`src/krm_pkg.sv`:
```
// Shared types and constants for the key request matcher.
package krm_pkg;

  localparam int unsigned DefDepth = 128;

  localparam int unsigned KeyW = 16;
  localparam int unsigned RidW = 7;
  localparam int unsigned DataW = 24;

  localparam logic CmdKey = 1'b0;
  localparam logic CmdReq = 1'b1;

  typedef struct packed {
    logic accept;
    logic load_out;
  } krm_ctrl_t;

  typedef struct packed {
    logic out_valid;
  } krm_stat_t;

endpackage

```
`src/key_request_matcher_core.sv`:
```
// Top level of the key request matcher.
// Pairs key presses with waiting key requests through two rings of DEPTH-1
// entries each. Each word is handled in an accept cycle and a load state:
// the accept cycle updates the ring pointers and writes or reads one memory
// entry, and the load state loads the registered result into the output
// register. s_axis_tready is low from each accept until its result is loaded,
// so a new word is not taken before the last one is loaded; a result waiting
// at the output holds the word in the load state until it is taken. Each input
// word yields exactly one output word. A push into a full ring is discarded and flagged in m_axis_tuser.
module key_request_matcher_core
  import krm_pkg::*;
#(
  parameter int unsigned DEPTH = DefDepth
) (
  input  logic             clk_i,
  input  logic             rst_ni,
  input  logic             s_axis_tvalid,
  output logic             s_axis_tready,
  input  logic [DataW-1:0] s_axis_tdata,  // [15:0] key_code, [22:16] requester_id, [23] zero
  input  logic             s_axis_tuser,  // [0] command
  output logic             m_axis_tvalid,
  input  logic             m_axis_tready,
  output logic [DataW-1:0] m_axis_tdata,  // [15:0] deliver_key, [22:16] deliver_to, [23] zero
  output logic [1:0]       m_axis_tuser   // [0] delivered, [1] dropped
);

  krm_ctrl_t       ctrl;
  krm_stat_t       stat;
  logic            delivered, dropped;
  logic [KeyW-1:0] deliver_key;
  logic [RidW-1:0] deliver_to;

  krm_ctrl u_ctrl (
    .clk_i       (clk_i),
    .rst_ni      (rst_ni),
    .in_valid_i  (s_axis_tvalid),
    .in_ready_o  (s_axis_tready),
    .out_ready_i (m_axis_tready),
    .stat_i      (stat),
    .ctrl_o      (ctrl)
  );

  krm_datapath #(
    .DEPTH(DEPTH)
  ) u_datapath (
    .clk_i         (clk_i),
    .rst_ni        (rst_ni),
    .ctrl_i        (ctrl),
    .stat_o        (stat),
    .cmd_i         (s_axis_tuser),
    .key_i         (s_axis_tdata[KeyW-1:0]),
    .rid_i         (s_axis_tdata[KeyW+RidW-1:KeyW]),
    .out_ready_i   (m_axis_tready),
    .out_valid_o   (m_axis_tvalid),
    .delivered_o   (delivered),
    .deliver_key_o (deliver_key),
    .deliver_to_o  (deliver_to),
    .dropped_o     (dropped)
  );

  assign m_axis_tdata = {1'b0, deliver_to, deliver_key};
  assign m_axis_tuser = {dropped, delivered};

endmodule

```
`src/krm_ctrl.sv`:
```
// Controller state machine: sequences accept and result load.
module krm_ctrl
  import krm_pkg::*;
(
  input  logic      clk_i,
  input  logic      rst_ni,
  input  logic      in_valid_i,
  output logic      in_ready_o,
  input  logic      out_ready_i,
  input  krm_stat_t stat_i,
  output krm_ctrl_t ctrl_o
);

  localparam logic StIdle = 1'b0;
  localparam logic StLoad = 1'b1;

  logic state_q, state_d;

  assign in_ready_o      = (state_q == StIdle);
  assign ctrl_o.accept   = in_ready_o && in_valid_i;
  assign ctrl_o.load_out = (state_q == StLoad) && (!stat_i.out_valid || out_ready_i);

  always_comb begin
    state_d = state_q;
    unique case (state_q)
      StIdle: if (ctrl_o.accept) state_d = StLoad;
      StLoad: if (ctrl_o.load_out) state_d = StIdle;
      default: state_d = StIdle;
    endcase
  end

  always_ff @(posedge clk_i or negedge rst_ni) begin
    if (!rst_ni) begin
      state_q <= StIdle;
    end else begin
      state_q <= state_d;
    end
  end

endmodule

```
`src/krm_datapath.sv`:
```
// Datapath: ring pointers, key and requester memories, output register.
module krm_datapath
  import krm_pkg::*;
#(
  parameter int unsigned DEPTH = DefDepth
) (
  input  logic            clk_i,
  input  logic            rst_ni,
  input  krm_ctrl_t       ctrl_i,
  output krm_stat_t       stat_o,
  input  logic            cmd_i,
  input  logic [KeyW-1:0] key_i,
  input  logic [RidW-1:0] rid_i,
  input  logic            out_ready_i,
  output logic            out_valid_o,
  output logic            delivered_o,
  output logic [KeyW-1:0] deliver_key_o,
  output logic [RidW-1:0] deliver_to_o,
  output logic            dropped_o
);

  localparam int unsigned PW = (DEPTH > 2) ? $clog2(DEPTH) : 1;
  localparam logic [PW-1:0] PLast = PW'(DEPTH - 1);

  logic [KeyW-1:0] key_mem [DEPTH];
  logic [RidW-1:0] rid_mem [DEPTH];

  logic [PW-1:0] key_head_q, key_tail_q, req_head_q, req_tail_q;
  logic [PW-1:0] key_head_nx, key_tail_nx, req_head_nx, req_tail_nx;
  logic key_nonempty, req_nonempty, key_full, req_full;
  logic pop_key, pop_req, push_key, push_req, drop;

  logic            cmd_q, dlv_q, drop_q;
  logic [KeyW-1:0] key_q, key_rd_q;
  logic [RidW-1:0] rid_q, rid_rd_q;

  logic            out_valid_q;
  logic            dlv_out_q, drop_out_q;
  logic [KeyW-1:0] okey_q;
  logic [RidW-1:0] oto_q;

  function automatic logic [PW-1:0] nxt(input logic [PW-1:0] p);
    nxt = (p == PLast) ? '0 : p + 1'b1;
  endfunction

  assign key_head_nx  = nxt(key_head_q);
  assign key_tail_nx  = nxt(key_tail_q);
  assign req_head_nx  = nxt(req_head_q);
  assign req_tail_nx  = nxt(req_tail_q);
  assign key_nonempty = (key_head_q != key_tail_q);
  assign req_nonempty = (req_head_q != req_tail_q);
  assign key_full     = (key_tail_nx == key_head_q);
  assign req_full     = (req_tail_nx == req_head_q);

  assign pop_req  = ctrl_i.accept && (cmd_i == CmdKey) && req_nonempty;
  assign push_key = ctrl_i.accept && (cmd_i == CmdKey) && !req_nonempty && !key_full;
  assign pop_key  = ctrl_i.accept && (cmd_i == CmdReq) && key_nonempty;
  assign push_req = ctrl_i.accept && (cmd_i == CmdReq) && !key_nonempty && !req_full;
  assign drop     = (cmd_i == CmdKey) ? (!req_nonempty && key_full)
                                      : (!key_nonempty && req_full);

  always_ff @(posedge clk_i or negedge rst_ni) begin
    if (!rst_ni) begin
      key_head_q <= '0;
      key_tail_q <= '0;
      req_head_q <= '0;
      req_tail_q <= '0;
    end else begin
      if (pop_key)  key_head_q <= key_head_nx;
      if (push_key) key_tail_q <= key_tail_nx;
      if (pop_req)  req_head_q <= req_head_nx;
      if (push_req) req_tail_q <= req_tail_nx;
    end
  end

  always_ff @(posedge clk_i) begin
    if (push_key) key_mem[key_tail_q] <= key_i;
    if (pop_key)  key_rd_q <= key_mem[key_head_q];
  end

  always_ff @(posedge clk_i) begin
    if (push_req) rid_mem[req_tail_q] <= rid_i;
    if (pop_req)  rid_rd_q <= rid_mem[req_head_q];
  end

  always_ff @(posedge clk_i) begin
    if (ctrl_i.accept) begin
      cmd_q  <= cmd_i;
      key_q  <= key_i;
      rid_q  <= rid_i;
      dlv_q  <= pop_key || pop_req;
      drop_q <= drop;
    end
  end

  always_ff @(posedge clk_i or negedge rst_ni) begin
    if (!rst_ni) begin
      out_valid_q <= 1'b0;
    end else if (ctrl_i.load_out) begin
      out_valid_q <= 1'b1;
    end else if (out_ready_i) begin
      out_valid_q <= 1'b0;
    end
  end

  always_ff @(posedge clk_i) begin
    if (ctrl_i.load_out) begin
      dlv_out_q  <= dlv_q;
      drop_out_q <= drop_q;
      okey_q     <= !dlv_q ? '0 : ((cmd_q == CmdKey) ? key_q : key_rd_q);
      oto_q      <= !dlv_q ? '0 : ((cmd_q == CmdKey) ? rid_rd_q : rid_q);
    end
  end

  assign stat_o.out_valid = out_valid_q;
  assign out_valid_o      = out_valid_q;
  assign delivered_o      = dlv_out_q;
  assign deliver_key_o    = okey_q;
  assign deliver_to_o     = oto_q;
  assign dropped_o        = drop_out_q;

endmodule

```
`config.mk`:
```
export PLATFORM = sky130hd
export DESIGN_NAME = key_request_matcher_core
export DESIGN_NICKNAME = d
export VERILOG_FILES = /design/src/krm_pkg.sv /design/src/key_request_matcher_core.sv /design/src/krm_ctrl.sv /design/src/krm_datapath.sv
export SDC_FILE = /design/constraint.sdc
export NUM_CORES = 2
export LEC_CHECK = 0
export BUFFER_PORTS_ARGS = -buffer_cell sky130_fd_sc_hd__buf_2
export CORE_UTILIZATION = 40
export CTS_CLUSTER_DIAMETER = 200
export DETAILED_ROUTE_END_ITERATION = 16
export PLACE_DENSITY = 0.61
export SYNTH_ARGS = -nofsm -noshare
export SYNTH_HDL_FRONTEND = slang
export SYNTH_SLANG_ARGS = --single-unit
```
`constraint.sdc`:
```
create_clock -name clk_i -period 4 [get_ports clk_i]
set_clock_uncertainty 0.15 [all_clocks]
set_input_delay 0.8 -clock clk_i [delete_from_list [all_inputs] [get_ports clk_i]]
set_output_delay 0.8 -clock clk_i [all_outputs]
set_load 0.05 [all_outputs]
```
Word level (Yosys, flattened, before mapping) --
Memories as Yosys holds them, arrays and structs flattened. A register that Yosys moved wholly into a read port is not among the register bits. Index checks and enable logic that the tools add are counted.
Operators by class: add/sub/neg operators 4, eq/ne operators 8, mux-type cells 16, bitwise gates (word level) 2, reductions and logical operators 20
Operators with widths (count):
- two-way mux 7 bit | 5
- adder 7 x 1 -> 7 bit, second input constant | 4
- == test 7 bit, second input constant | 4
- two-way mux 16 bit | 1
- == test 7 bit | 2
- != test 7 bit | 2
- logical AND 1 bit | 12
- two-way mux 1 bit | 9
- zero test 1 bit | 5
- logical OR 1 bit | 2
- inverter 1 bit | 2
- one-hot mux 1 bit (2 select lines) | 1
- nonzero test 2 bit | 1
Storage, ports and cells: bits in registers 81, RAM bits 2944, input port bits 29, output and inout bits 28, logic and storage cells 67, memories kept 2
Memories:
- u_datapath.key_mem | words 128, width 16, rd ports 1, clocked after memory_dff 1, write ports 1, RTL line krm_datapath.sv:25 | logic [KeyW-1:0] key_mem [DEPTH];
- u_datapath.rid_mem | words 128, width 7, rd ports 1, clocked after memory_dff 1, write ports 1, RTL line krm_datapath.sv:26 | logic [RidW-1:0] rid_mem [DEPTH];

Longest topological paths before layout --
depth after elaboration 7, gate-level depth with buffers 11, mapped depth without buffers 8

Hierarchy --
Synthesis repeated with hierarchy kept, for this count alone.
Unflattened totals: cell total of the unflattened synthesis 5775, area, all modules 119000.4 sq um
Modules (own cells, without submodules):
- krm_datapath | times used 1, cells each 5765, area each 118919.1 sq um, sequential area each 91352.6 sq um
- krm_ctrl | times used 1, cells each 6, area each 55.1 sq um, sequential area each 25.0 sq um
- key_request_matcher_core | times used 1, cells each 4, area each 26.3 sq um, sequential area each 0.0 sq um

Least setup slack after synthesis --
No wires, ideal clock.
path kind register to register, start point register u_datapath.req_tail_q[0], end point memory u_datapath.key_mem[123][0] (enable), library setup time 430 ps, data arrival time 3642 ps, required time 3420 ps, slack -222 ps, cell stages (with the launch flop) 10, buffers on the path 3, period minus slack after synthesis 4222 ps, cell sequence dfrtp_1 clkbuf_1 xor2_1 or3_1 or4_1 inv_1 o31ai_4 buf_6 buf_6 nor4_1
Between the ends: cells in the longest elaborated chain, start to end 6
RTL lines:
- start, declared | RTL line krm_datapath.sv:28 | logic [PW-1:0] key_head_q, key_tail_q, req_head_q, req_tail_q;
- start signal, assigned | RTL line krm_datapath.sv:72 | if (push_req) req_tail_q <= req_tail_nx;
- != test 7 bit | RTL line krm_datapath.sv:51 | assign req_nonempty = (req_head_q != req_tail_q);
- zero test 1 bit | RTL line krm_datapath.sv:56 | assign push_key = ctrl_i.accept && (cmd_i == CmdKey) && !req_nonempty && !key_full;
- logical AND 1 bit (2 in a row) | RTL line krm_datapath.sv:56
- two-way mux 1 bit | RTL line krm_datapath.sv:77 | if (push_key) key_mem[key_tail_q] <= key_i;
- two-way mux 1 bit (not written as such) | RTL line krm_datapath.sv:77
- end, declared | RTL line krm_datapath.sv:25
No other way between the ends.

Final worst setup path --
start point register u_datapath.req_head_q[1], end point register u_datapath.rid_rd_q[1], read port of u_datapath.rid_mem, data pin
Between the ends: cells in the longest elaborated chain, start to end 2
RTL lines:
- start, declared | RTL line krm_datapath.sv:28
- start signal, assigned | RTL line krm_datapath.sv:71 | if (pop_req) req_head_q <= req_head_nx;
- != test 7 bit | RTL line krm_datapath.sv:51
- logical AND 1 bit | RTL line krm_datapath.sv:55 | assign pop_req = ctrl_i.accept && (cmd_i == CmdKey) && req_nonempty;
- end, declared | RTL line krm_datapath.sv:35 | logic [RidW-1:0] rid_q, rid_rd_q;
Several ways; a longest one is shown, not always the timed one. A chain may end at the register's enable or synchronous reset.

==> flow_summary.json <==
{
  "status": "finished clean",
  "finalHoldViolations": 0,
  "path_delay_family": "compound AO/OA/AOI/OAI gates",
  "cts_tree": "done",
  "place_congestion": 0.863,
  "p_leak_nw": 43.2,
  "portBuffers": 54,
  "gr-total-overflow": 0,
  "cp_slowest_cell": "a211oi_1",
  "grtUsageTotal": 0.199,
  "num_rows": 199,
  "synthesis.nets": 5915,
  "worst-setup-path-type": "reg -> reg",
  "period_share": 0.957,
  "synth_area_um2": 119000,
  "synth_cells": 5882,
  "dieArea_um2": 300000,
  "num-nets-final": 6339,
  "synth_cell_types": 78,
  "ys_top_cells_by_area": "edfxtp_1 (76%), mux4_2 (9.8%), mux2i_1 (4.0%)",
  "area_growth_pct": 15.0,
  "cts_max_path_buffers": 4,
  "syn-mean-instance-area_um2": 20.2,
  "timing.max_cap.violations": 0,
  "synth.largest_area_cell": "edfxtp_1",
  "setup_viol": 0,
  "synth_ff_type": "edfxtp_1",
  "clock_sinks": 3048,
  "die_w_um": 547,
  "dpl_cell_area_um2": 127000,
  "critPathBufInv": 1,
  "fillCellCount": 24500,
  "hpwl_mm": 182,
  "p_per_area_nw_per_um2": 618,
  "fmax_ghz": 0.261,
  "fin_area_um2": 137000,
  "worst_setup_path_start_kind": "register",
  "hp-class": "in -> reg",
  "cp-end-kind": "register",
  "slew_headroom": 0.139,
  "die_h_um": 547,
  "wire_per_inst_um": 28.9,
  "critPathArrivalTime_ns": 4.36,
  "wirelength_mm": 302,
  "grt_pass1_vias": 60600,
  "drive_gt1_frac": 0.248,
  "yosys.area.top_type_share": 0.762,
  "root_buffer": "clkbuf_16",
  "cts_buffers": 306,
  "synthArstFlopShare": 0.00984,
  "cts-htree-levels": 5,
  "path_cells": "buf_12, nand2_1, o221ai_1, a21oi_1, a211oi_1, o32a_1",
  "antenna_found_initial": 11,
  "drtIter0Drc": 6733,
  "ir_drop_v": 0.000440,
  "initial_core_util": 0.403,
  "clk_latency_ns": 0.87,
  "fin_crit_ns": 3.83,
  "grt_max_degree": 130,
  "maxSlewViolCount": 0,
  "vias_per_cell": 5.77,
  "yosysWarnings": 0,
  "drt-pass1-iter-count": 5,
  "ios": 57,
  "slowest_delay_ns": 0.88,
  "clk_pin_slew_worst_paths_ns": 0.06,
  "seq_area_frac_synth": 0.768,
  "fin_util": 0.464,
  "path_max_fanout": 124,
  "fp.coreArea_um2": 295000,
  "antenna_left": 0,
  "tightestPinTransition_ns": 1.28,
  "drcViolationCount": 0,
  "rsz0062_at_grt": "false",
  "pre_cts_slack_ns": 0.101,
  "synth-edff-count": 3018,
  "grt_pass1_wl_mm": 435,
  "fin_ws_ns": 0.173,
  "crit_required_ns": 4.53,
  "synth_seq_cells": 3048,
  "vias": 60300
}
state kept, by name (all words and copies together), names as in the netlist, 16 cells and up:
register	flops
u_datapath.deliver_key_o	16
u_datapath.rid_mem	896
u_datapath.key_mem	2048
u_datapath.key_rd_q	16
u_datapath.key_q	16
worst min-delay path, delay by kind of cell:
| family | cells | cell delay [ns] |
|---|---|---|
| buf+inv | 1 | 0.07 |
| simple gates | 2 | 0.18 |
cell type report:
class                           instances  area, µm²  area share
Sequential cell                      3048      91400       0.668
Clock buffer                          377       8090      0.0592
Inverter                               17       63.8    0.000467
Tap cell                             3919       4900      0.0359
Clock inverter                        153       1560      0.0114
Multi-Input combinational cell       2450      26400       0.193
Timing Repair Buffer                  483       4260      0.0312
Antenna cell                            5       12.5   0.0000915
cell usage after synthesis (8+ instances only):
cell type / instances
a22o_1: 63
nand3_1: 45
nor3_1: 210
mux4_2: 519
o221ai_1: 45
nor4_1: 19
a21oi_1: 131
clkbuf_1: 139
xnor2_1: 23
nor2b_1: 45
buf_4: 44
nor2_1: 91
a221oi_1: 29
o211ai_1: 28
edfxtp_1: 3018
mux2i_1: 479
a22oi_1: 128
o22ai_1: 38
and2_1: 12
nand2b_1: 14
nand4_1: 10
buf_1: 32
buf_6: 8
o311ai_0: 11
o21ai_0: 55
buf_2: 144
a211oi_1: 61
inv_1: 15
o32a_1: 19
mux2_2: 45
nand2_1: 166
o21a_1: 25
a31oi_1: 25
dfrtp_1: 30
a2111oi_0: 20
and3_1: 9
timing repair:
action / 4_1_cts / 5_1_grt
resized for setup: 0 / 0
buffers inserted: 0 / 0
setup endpoints to repair: 0 / 0
hold endpoints to repair: 30 / 0
hold buffers: 1 / 0
power breakdown:
part           internal, mW  leakage [nW]  switching [mW]  total (mW)
Combinational          8.22          10.9            12.4        20.6
Clock                  16.2          4.73            11.9        28.1
Sequential             35.4          27.5           0.342        35.7
through the flow:
stage | setup TNS (ns) | instances | hold WS [ns] | power (mW)
2_1_floorplan | -28.55 | 5882 | 0.250 | 48.5
3_3_place_gp | 0 | 9916 | 0.337 | 57.0
3_5_place_dp | 0 | 9916 | 0.330 | 57.0
4_1_cts | 0 | 10400 | 0.0223 | 84.9
5_1_grt | 0 | 10400 | 0.0838 | 86.9
6_report | 0 | 10500 | 0.0934 | 84.5
final timing paths:
check,to,cells past startpoint,slack [ns],start
min in group asynchronous,u_datapath.req_head_q[0],2,0.62,rst_ni
min,u_datapath.out_valid_o,3,0.09,m_axis_tready
max reg2reg,u_datapath.rid_rd_q[1],6,0.17,u_datapath.req_head_q[1]
max,u_datapath.rid_rd_q[1],6,0.17,u_datapath.req_head_q[1]
min reg2reg,u_datapath.out_valid_o,2,0.35,u_ctrl.state_q
max in group asynchronous,u_datapath.key_head_q[2],2,2.34,rst_ni
cells by family after synthesis:
group / after synthesis / share of synthesized area
simple gates: 650 / 0.0266
fa+ha+maj: 4 / 0.000421
buf+inv: 384 / 0.0155
other cells: 1 / 0.0000315
mux: 1046 / 0.143
flops: 3048 / 0.768
compound gates: 720 / 0.0437
xor+xnor: 29 / 0.00231
placed cells by master, fill, tap and decap left out, types with 19 or more instances in the layout:
cell type	synthesis	layout
a21oi_1	131	131
o32a_1	19	19
buf_4	44	394
nor2b_1	45	39
o221ai_1	45	45
nor3_1	210	114
buf_12	0	57
mux4_2	519	519
a221oi_1	29	29
clkbuf_16	0	313
clkinv_2	0	49
nor2_1	91	82
mux2i_1	479	479
o211ai_1	28	28
dfrtp_1	30	22
a211oi_1	61	61
mux2_2	45	45
buf_2	144	31
xnor2_1	23	23
a2111oi_0	20	19
edfxtp_1	3018	3018
nand3_1	45	42
o21ai_0	55	55
o21a_1	25	25
clkbuf_1	139	62
bufinv_16	0	28
nor3_2	1	97
a31oi_1	25	25
clkinv_1	2	55
a22oi_1	128	128
o22ai_1	38	38
nand2_1	166	165
a22o_1	63	63
layer usage:
metal,up-vias,global-route usage,share of wire
li1,25400,-,-
met1,31800,0.276,0.41
met2,2477,0.318,0.47
met3,523,0.0329,0.075
met4,8,0.0760,0.039
met5,-,0,0.00018
(Power assumes the default switching activity.)
